File: src/design/rqdel_pkg.sv
// ----------------------------------------------------------------------------
// rqdel_pkg
// Shared constants, codes and types for the ring queue with delete by value.
// ----------------------------------------------------------------------------
`default_nettype none

package rqdel_pkg;

    localparam int DEPTH      = 4;
    localparam int DATA_WIDTH = 16;
    localparam int CNT_W      = $clog2(DEPTH + 1);

    localparam int KIND_W   = 2;
    localparam int STATUS_W = 2;

    // Operation codes
    localparam logic [KIND_W-1:0] KIND_APPEND = 2'd0;
    localparam logic [KIND_W-1:0] KIND_REMOVE = 2'd1;
    localparam logic [KIND_W-1:0] KIND_FIND   = 2'd2;

    // Status codes
    localparam logic [STATUS_W-1:0] ST_OK       = 2'd0;
    localparam logic [STATUS_W-1:0] ST_EMPTY    = 2'd1;
    localparam logic [STATUS_W-1:0] ST_FULL     = 2'd2;
    localparam logic [STATUS_W-1:0] ST_NOTFOUND = 2'd3;

    typedef logic [DATA_WIDTH-1:0] t_data;
    typedef logic [CNT_W-1:0]      t_count;

    // Controller to datapath commands
    typedef struct packed {
        logic capture;  // latch operation and compare all cells
        logic execute;  // apply update and register the result
    } t_ctrl_cmd;

endpackage

`default_nettype wire

File: src/design/rqdel_ctrl.sv
// ----------------------------------------------------------------------------
// rqdel_ctrl
// Two-state sequencer: takes a transaction, then runs the update step.
// ----------------------------------------------------------------------------
`default_nettype none

module rqdel_ctrl
    import rqdel_pkg::*;
(
    input  wire logic i_clk,
    input  wire logic i_rst_n,
    input  wire logic start,
    output logic      busy,
    output t_ctrl_cmd o_cmd
);

    typedef enum logic [1:0] {
        S_IDLE = 2'b01,
        S_EXEC = 2'b10
    } t_state;

    t_state r_state;
    t_state n_state;

    always_comb begin
        n_state = r_state;
        unique case (r_state)
            S_IDLE: begin
                if (start) n_state = S_EXEC;
            end
            S_EXEC: begin
                n_state = S_IDLE;
            end
            default: begin
                n_state = S_IDLE;
            end
        endcase
    end

    always_ff @(posedge i_clk) begin
        if (!i_rst_n) begin
            r_state <= S_IDLE;
        end else begin
            r_state <= n_state;
        end
    end

    assign busy          = (r_state != S_IDLE);
    assign o_cmd.capture = (r_state == S_IDLE) && start;
    assign o_cmd.execute = (r_state == S_EXEC);

endmodule

`default_nettype wire

File: src/design/rqdel_dpath.sv
// ----------------------------------------------------------------------------
// rqdel_dpath
// Row of queue cells kept in order from the head, match compare, compaction.
// ----------------------------------------------------------------------------
`default_nettype none

module rqdel_dpath
    import rqdel_pkg::*;
(
    input  wire logic                i_clk,
    input  wire logic                i_rst_n,
    input  wire t_ctrl_cmd           i_cmd,
    input  wire logic [KIND_W-1:0]   i_kind,
    input  wire t_data               i_value_in,
    output logic                     o_strobe,
    output logic [STATUS_W-1:0]      o_status,
    output t_data                    o_value_out,
    output t_count                   o_count
);

    // cell 0 is always the head; the queue stays packed toward it
    t_data              r_cells [DEPTH];
    t_count             r_occ;
    logic [KIND_W-1:0]  r_kind;
    t_data              r_value;
    logic [DEPTH-1:0]   r_match;

    logic               r_strobe;
    logic [STATUS_W-1:0] r_status;
    t_data              r_value_out;
    t_count             r_count;

    logic [DEPTH-1:0]   n_match;
    logic [DEPTH-1:0]   shift_vec;
    logic               found;
    logic               full;
    logic               empty;

    // compare every occupied cell against the incoming value
    always_comb begin
        for (int i = 0; i < DEPTH; i++) begin
            n_match[i] = (r_cells[i] == i_value_in) && (t_count'(i) < r_occ);
        end
    end

    // cells at and above the first match move one place toward the head
    always_comb begin
        logic acc;
        acc = 1'b0;
        for (int i = 0; i < DEPTH; i++) begin
            acc          = acc | r_match[i];
            shift_vec[i] = acc;
        end
        found = acc;
    end

    assign full  = (r_occ == t_count'(DEPTH));
    assign empty = (r_occ == '0);

    always_ff @(posedge i_clk) begin
        if (i_cmd.capture) begin
            r_kind  <= i_kind;
            r_value <= i_value_in;
            r_match <= n_match;
        end
    end

    // last cell is never a shift target; it only empties out
    always_ff @(posedge i_clk) begin
        if (i_cmd.execute) begin
            case (r_kind)
                KIND_APPEND: begin
                    for (int i = 0; i < DEPTH; i++) begin
                        if (!full && (r_occ == t_count'(i))) r_cells[i] <= r_value;
                    end
                end
                KIND_REMOVE: begin
                    for (int i = 0; i < DEPTH - 1; i++) begin
                        if (!empty) r_cells[i] <= r_cells[i + 1];
                    end
                end
                KIND_FIND: begin
                    for (int i = 0; i < DEPTH - 1; i++) begin
                        if (shift_vec[i]) r_cells[i] <= r_cells[i + 1];
                    end
                end
                default: begin
                end
            endcase
        end
    end

    always_ff @(posedge i_clk) begin
        if (!i_rst_n) begin
            r_occ    <= '0;
            r_strobe <= 1'b0;
        end else begin
            r_strobe <= i_cmd.execute;
            if (i_cmd.execute) begin
                case (r_kind)
                    KIND_APPEND: if (!full)  r_occ <= r_occ + t_count'(1);
                    KIND_REMOVE: if (!empty) r_occ <= r_occ - t_count'(1);
                    KIND_FIND:   if (found)  r_occ <= r_occ - t_count'(1);
                    default: begin
                    end
                endcase
            end
        end
    end

    // result registers; count reflects the state after the operation
    always_ff @(posedge i_clk) begin
        if (i_cmd.execute) begin
            r_status    <= ST_OK;
            r_value_out <= '0;
            r_count     <= r_occ;
            case (r_kind)
                KIND_APPEND: begin
                    if (full) begin
                        r_status <= ST_FULL;
                    end else begin
                        r_count  <= r_occ + t_count'(1);
                    end
                end
                KIND_REMOVE: begin
                    if (empty) begin
                        r_status <= ST_EMPTY;
                    end else begin
                        r_value_out <= r_cells[0];
                        r_count     <= r_occ - t_count'(1);
                    end
                end
                KIND_FIND: begin
                    if (found) begin
                        r_count  <= r_occ - t_count'(1);
                    end else begin
                        r_status <= ST_NOTFOUND;
                    end
                end
                default: begin
                end
            endcase
        end
    end

    assign o_strobe    = r_strobe;
    assign o_status    = r_status;
    assign o_value_out = r_value_out;
    assign o_count     = r_count;

endmodule

`default_nettype wire

File: src/design/ring_queue_with_delete_by_value.sv
// ----------------------------------------------------------------------------
// ring_queue_with_delete_by_value
// Fixed-depth FIFO queue with append, remove head and find-and-remove.
// ----------------------------------------------------------------------------
//
// Channel   Signals                          Direction  Handshake
// -------   -------------------------------  ---------  ---------------------
// command   start, i_kind, i_value_in        in         start & !busy
// result    o_strobe, o_status,              out        o_strobe, one cycle,
//           o_value_out, o_count                        no back-pressure
//
// Each transaction is accepted, then updated: the accept edge compares every
// occupied cell against i_value_in in parallel and registers the matches,
// and the S_EXEC state applies the update (append, shift toward head, or
// compaction past the first match). busy is high for the single update
// cycle; the result strobes in the cycle after it, alongside the next accept
// if start is held. Reset (i_rst_n low, synchronous) empties the queue; cell
// contents are not cleared and never read while unoccupied.
// The receiver cannot stall: every result is shown for exactly one cycle.
//
// Cells are kept packed from the head (cell 0), so head and tail pointers
// reduce to the occupancy count. Operation kind three is a no-op that
// reports ok with the current count.
// ----------------------------------------------------------------------------
`default_nettype none

module ring_queue_with_delete_by_value
    import rqdel_pkg::*;
(
    input  wire logic                i_clk,
    input  wire logic                i_rst_n,
    input  wire logic                start,
    output logic                     busy,
    input  wire logic [KIND_W-1:0]   i_kind,
    input  wire t_data               i_value_in,
    output logic                     o_strobe,
    output logic [STATUS_W-1:0]      o_status,
    output t_data                    o_value_out,
    output t_count                   o_count
);

    t_ctrl_cmd cmd;

    rqdel_ctrl u_ctrl (
        .i_clk   (i_clk),
        .i_rst_n (i_rst_n),
        .start   (start),
        .busy    (busy),
        .o_cmd   (cmd)
    );

    rqdel_dpath u_dpath (
        .i_clk       (i_clk),
        .i_rst_n     (i_rst_n),
        .i_cmd       (cmd),
        .i_kind      (i_kind),
        .i_value_in  (i_value_in),
        .o_strobe    (o_strobe),
        .o_status    (o_status),
        .o_value_out (o_value_out),
        .o_count     (o_count)
    );

endmodule

`default_nettype wire
File: config.mk
export PLATFORM = sky130hd
export DESIGN_NAME = ring_queue_with_delete_by_value
export DESIGN_NICKNAME = d
export VERILOG_FILES = /design/src/design/rqdel_pkg.sv /design/src/design/rqdel_ctrl.sv /design/src/design/rqdel_dpath.sv /design/src/design/ring_queue_with_delete_by_value.sv
export SDC_FILE = /design/constraint.sdc
export NUM_CORES = 1
export LEC_CHECK = 0
export BUFFER_PORTS_ARGS = -buffer_cell sky130_fd_sc_hd__buf_2
export CORE_AREA = 2 2 139 141
export DETAILED_ROUTE_END_ITERATION = 8
export DIE_AREA = 0 0 141 143
export GPL_TIMING_DRIVEN = 0
export HOLD_SLACK_MARGIN = 0.12
export SLEW_MARGIN = 20
export SYNTH_ARGS = -nofsm -noshare
export SYNTH_HDL_FRONTEND = slang
export SYNTH_SLANG_ARGS = --single-unit
File: constraint.sdc
create_clock -name i_clk -period 4.1 [get_ports i_clk]
set_input_delay 0.205 -clock i_clk [delete_from_list [all_inputs] [get_ports i_clk]]
set_output_delay 0.205 -clock i_clk [all_outputs]
set_load 0.02 [all_outputs]
Word level (Yosys, flattened, before mapping)
Memory sizes are Yosys's and may differ from the RTL's.
Index checks and enable logic that the tools add are counted.
Word-level totals
  input port bits: 21
  bits in registers: 49
  bits in latches: 0
  memories: 1
  bits in writable memories: 64
  output and inout bits: 23
  bits in read-only memories: 0
Memory list
  u_dpath.r_cells: depth 4, width 16, rd ports 4, clocked after memory_dff 0, wr ports 3, RTL line rqdel_dpath.sv:22  | t_data r_cells [DEPTH];
Cells by class
  shift-type cells: 0
  eq/ne operators: 13
  add/sub/neg operators: 2
  reductions and logical operators: 15
  magnitude comparators: 4
  mux-type cells: 49
  $mul: 0
  bitwise logic cells: 10
  div/mod/pow operators: 0
Operators by type and width (count)
  16-bit two-way mux: 7
  16-bit == test: 4
  1-bit two-way mux: 34
  16-bit OR reduction: 1
  1-bit logical AND: 9
  3-bit two-way mux: 3
  1-bit OR: 9
  3-bit case mux with 3 select lines: 1
  3-bit by 2-bit == test with 1-bit output, second input constant: 2
  1-bit by 3-bit less-than comparator with 1-bit output, first input constant: 2
  2-bit by 3-bit less-than comparator with 1-bit output, first input constant: 2
  2-bit two-way mux: 3
  2-bit case mux with 3 select lines: 1
  2-bit by 1-bit == test with 1-bit output, second input constant: 2
  2-bit == test, second input constant: 2
  3-bit by 1-bit adder with 3-bit output, second input constant: 1
  3-bit by 1-bit == test with 1-bit output, second input constant: 1
  3-bit == test, second input constant: 1
  3-bit zero test: 1
  3-bit by 1-bit subtractor with 3-bit output, second input constant: 1
  2-bit zero test: 1
  2-bit by 1-bit != test with 1-bit output, second input constant: 1
  2-bit AND reduction: 1
  2-bit OR reduction: 1
  other kinds (2): 2

Logic depth before layout (Yosys ltp)
  word-level depth: 10
  mapped depth: 9
  depth with buffers taken out: 6

By module
Synthesis repeated with hierarchy kept, for this count alone.
Second synthesis, totals
  cell total of the unflattened synthesis: 405
  area total of the unflattened synthesis: 5644.2 um^2
By module, submodules not included
  rqdel_dpath: area each 5562.8 um^2, sequential area each 3293.2 um^2, cells an instance 398, times used 1
  rqdel_ctrl: area each 81.3 um^2, sequential area each 40.0 um^2, cells an instance 7, times used 1

Worst setup path after synthesis
OpenSTA, ideal clock, no wires.
  path kind: register -> register
  start point: reg u_dpath.r_occ[0]
  end point: mem u_dpath.r_cells[0][32] (netlist bit), enable pin
  period minus slack after synthesis: 3.204 ns
  path slack: 0.896 ns
  required time: 3.689 ns
  arrival: 2.792 ns
  path buffers: 2
  stages on the path, launching flop included: 9
  setup time: 0.411 ns
  path through: dfxtp_1 > inv_1 > ha_1 > nand2b_1 > and2_0 > buf_2 > o31a_1 > buf_2 > o21ai_0
RTL lines
  from (decl): RTL line rqdel_dpath.sv:23  | t_count r_occ;
  from (signal assigned): RTL line rqdel_dpath.sv:101  | KIND_APPEND: if (!full) r_occ <= r_occ + t_count'(1);
  from (signal assigned): RTL line rqdel_dpath.sv:102  | KIND_REMOVE: if (!empty) r_occ <= r_occ - t_count'(1);
  from (signal assigned): RTL line rqdel_dpath.sv:103  | KIND_FIND: if (found) r_occ <= r_occ - t_count'(1);
  to (decl): RTL line rqdel_dpath.sv:22

==> metrics.txt <==
outcome finished clean; Combinational Power Share 5.9%; post-synth top area share 58.4%; TritonCTS Buffers 17; CTS Sinks 113; effective utilization at floorplan 29.6%; cts hold-fix bufs 19; total gr overflow 0; Ant. Diodes 0; die span in y 143 um; Core Area 0.0186 mm^2; sw frac 20.9%; Reg clk slew, reported paths 0.05 ns; post-layout min period 3.24 ns; Worst setup SP type register; Tot Pwr 0.00300 W; Yosys Warn Count 0; cts repair resizes 0; Layout area overhead 24.6%; mux contribution to synthesized area 7.97%; number of distinct library cells after synthesis 40; Detailed Place HPWL 9.45 mm; die width 141 um; Site Rows 50; clk root buf clkbuf_16; Slew Limit Fails 0; pin count of the biggest net entering global routing 31; post-synthesis sequential area ratio 60.6%; Mapped Area 0.00550 mm^2; nets@finish 504; worst hold path class in -> reg; Final period util 79.1%; H-tree Lvls 4; simple-gate share of the synthesized area 9.60%; Detailed Route WL 13.4 mm; Arr. time, crit path 3.31 ns; main combinational cell family by area after synthesis XOR/XNOR gates; Clk pwr share 50.6%; worst skew pair latency 0.42 ns; sequential group share of total power 43.5%; critical path class reg -> reg; CP max FO 16; DR WL/cell 18.5 um; setup ws final 0.857 ns; TritonCTS clock tree done; first-pass GRT wire length 19.9 mm; Setup WS pre-CTS 0.941 ns; Slew HR 40.3%; Lkg Pwr 2.54 nW; via count 3510; Yosys top cell by area edfxtp_1; Hold Fails Final Rpt 0; FILL cells 1733; synthesized-area fraction occupied by adder cells 1.14%; DRT iter0 DRCs 307; port bufs 43; Pint 0.00237 W; placed instance count 674; Via-to-Cell Ratio 4.84; CP endpoint kind register; Die ar. 0.0202 mm^2; Post-CTS Setup Inserts 0; synth top area cells edfxtp_1, xor2_1, xnor2_1, mux2_4, mux2_2; num ports 44; GRT Util Overall 13.7%; DRT antenna net count 0; post-synthesis compound-gate area fraction 7.76%; Synth Area in XOR/XNOR 10.5%; vias in the first global route 3521; Cells after Synth 394; Critical Path RT 4.17 ns; DRC 0; RSZ-0062 raised after global routing false; slew at the pin closest to its max-slew limit 0.896 ns; number of synthesized register bits 113; VDD IR max 0.281 mV; DR pass1 iterations 4; routability cong. 0.862; setup violators final 0; NetSw 0.000626 W; Pwr Density 437 mW/mm^2; Max Clk Rate 308 MHz; CTS max path bufs 2; final cell count without fillers 725; max-cap viol count 0; share of cells above drive strength 1 24.8%; clock skew 0.00657 ns; Syn Nets 420; antenna violations before repair 0; Syn Area/Cell 14.0 um^2
## synthesized netlist by cell type (all sizes together)
| cell | n |
|---|---|
| o31ai | 1 |
| nor2 | 9 |
| o32ai | 1 |
| a31oi | 1 |
| nor3 | 2 |
| clkbuf | 12 |
| and3 | 17 |
| a32o | 1 |
| edfxtp | 107 |
| nand2b | 3 |
| o21a | 2 |
| a311oi | 1 |
| nand4 | 9 |
| o31a | 2 |
| a211o | 2 |
| dfxtp | 6 |
| a21oi | 6 |
| ha | 5 |
| o2bb2ai | 16 |
| and2 | 19 |
| or2 | 2 |
| xor2 | 34 |
| o211ai | 1 |
| a22oi | 1 |
| mux2 | 33 |
| nor2b | 4 |
| o311ai | 1 |
| nand2 | 7 |
| nand3 | 3 |
| buf | 7 |
| o21ai | 24 |
| inv | 7 |
| xnor2 | 32 |
| nand3b | 3 |
| nor4 | 12 |
| mux2i | 1 |
## critical path, cell delays in order (launching register included)
cell and delay (ns):
dfxtp_1 0.39, inv_1 0.25, ha_1 0.28, nand2b_1 0.09, clkbuf_1 0.21, a22oi_1 0.73
clkbuf_1 0.54, o32ai_4 0.39
## path summary, 6_finish.rpt
path | from | endpoint | slack, ns | depth (start not counted)
max | u_dpath.r_occ[0]$_SDFFE_PN0P_ | u_dpath.r_cells[0][19]$_DFFE_PP_ | 0.86 | 7
min | start | u_dpath.r_value[3]$_DFFE_PP_ | 0.32 | 3
max reg2reg | u_dpath.r_occ[0]$_SDFFE_PN0P_ | u_dpath.r_cells[0][19]$_DFFE_PP_ | 0.86 | 7
min reg2reg | u_dpath.r_cells[0][36]$_DFFE_PP_ | u_dpath.r_cells[0][20]$_DFFE_PP_ | 0.58 | 1
## area by class of cell
type	instances	area, um^2	area share (%)
Tap cell	234	293	4.27
Sequential cell	113	3330	48.6
Clock buffer	20	437	6.37
Inverter	7	26.3	0.383
Multi-Input combinational cell	255	2060	30.1
Timing Repair Buffer	65	430	6.28
Buffer	19	106	1.55
Clock inverter	12	165	2.41
## registers in the layout (all words and copies together) (netlist names)
register	cells
u_dpath.r_cells	64
u_dpath.o_value_out	16
u_dpath.r_value	16
u_dpath.r_match	4
u_dpath.o_count	3
u_dpath.r_occ	3
u_ctrl.r_state	2
u_dpath.o_status	2
u_dpath.r_kind	2
u_dpath.o_strobe	1
## layer usage
metal | wire length [um] | up-vias | global-route usage [%] | part of all wire [%]
li1 | - | 1653 | - | -
met1 | 5520 | 1701 | 16.7 | 41
met2 | 6680 | 134 | 22.7 | 50
met3 | 948 | 22 | 3.22 | 7.1
met4 | 235 | 0 | 6.95 | 1.8
met5 | 0 | - | 0 | 0
## power groups by stage
stage,clock [W],combinational (W),sequential [W]
global route,0.00158,0.000193,0.00130
floorplan,0,0.000100,0.00132
CTS,0.00153,0.000178,0.00130
finish,0.00152,0.000177,0.00130
global placement,0,0.000156,0.00132
detailed placement,0,0.000163,0.00132
## placed cells by master (no fill, tap or decap), types with 3 or more instances in the layout
master | Yosys | layout
clkinv_2 | 0 | 3
xor2_1 | 34 | 34
a21oi_1 | 6 | 6
mux2_2 | 18 | 18
and2_1 | 18 | 18
xnor2_1 | 32 | 32
nor2b_1 | 3 | 3
nor2_1 | 9 | 8
dfxtp_1 | 6 | 6
and3_1 | 17 | 17
edfxtp_1 | 107 | 107
inv_1 | 7 | 7
nand4_1 | 9 | 9
clkbuf_16 | 0 | 17
o21ai_0 | 24 | 23
nand2_1 | 7 | 7
ha_1 | 5 | 5
nand3b_1 | 3 | 3
buf_6 | 4 | 4
dlygate4sd3_1 | 0 | 19
clkinvlp_4 | 0 | 3
clkbuf_1 | 12 | 14
mux2_4 | 15 | 15
o2bb2ai_1 | 16 | 16
nand3_1 | 3 | 3
nand2b_1 | 3 | 3
bufinv_16 | 0 | 4
buf_2 | 3 | 48
nor4_1 | 12 | 11
## cell families after synthesis
logic type                 after synthesis
xor gates and xnor gates                66
muxes                                   34
adders and majority gates                5
and+or+nand+nor                         90
AOI/OAI and AO/OA                       60
buffers and inverters                   26
DFF                                    113
## per-stage QoR
step           hold slack (ns)  cell area (um^2)  utilization [%]  setup TNS, ns
4_1_cts                  0.320              6850             36.9              0
6_report                 0.322              6850             36.9              0
3_3_place_gp             0.392              6010             32.3          -9.15
5_1_grt                  0.341              6850             36.9              0
2_1_floorplan            0.304              5500                -              0
3_5_place_dp             0.389              6060             32.6              0
No activity file was read; power rests on OpenSTA's default activity.
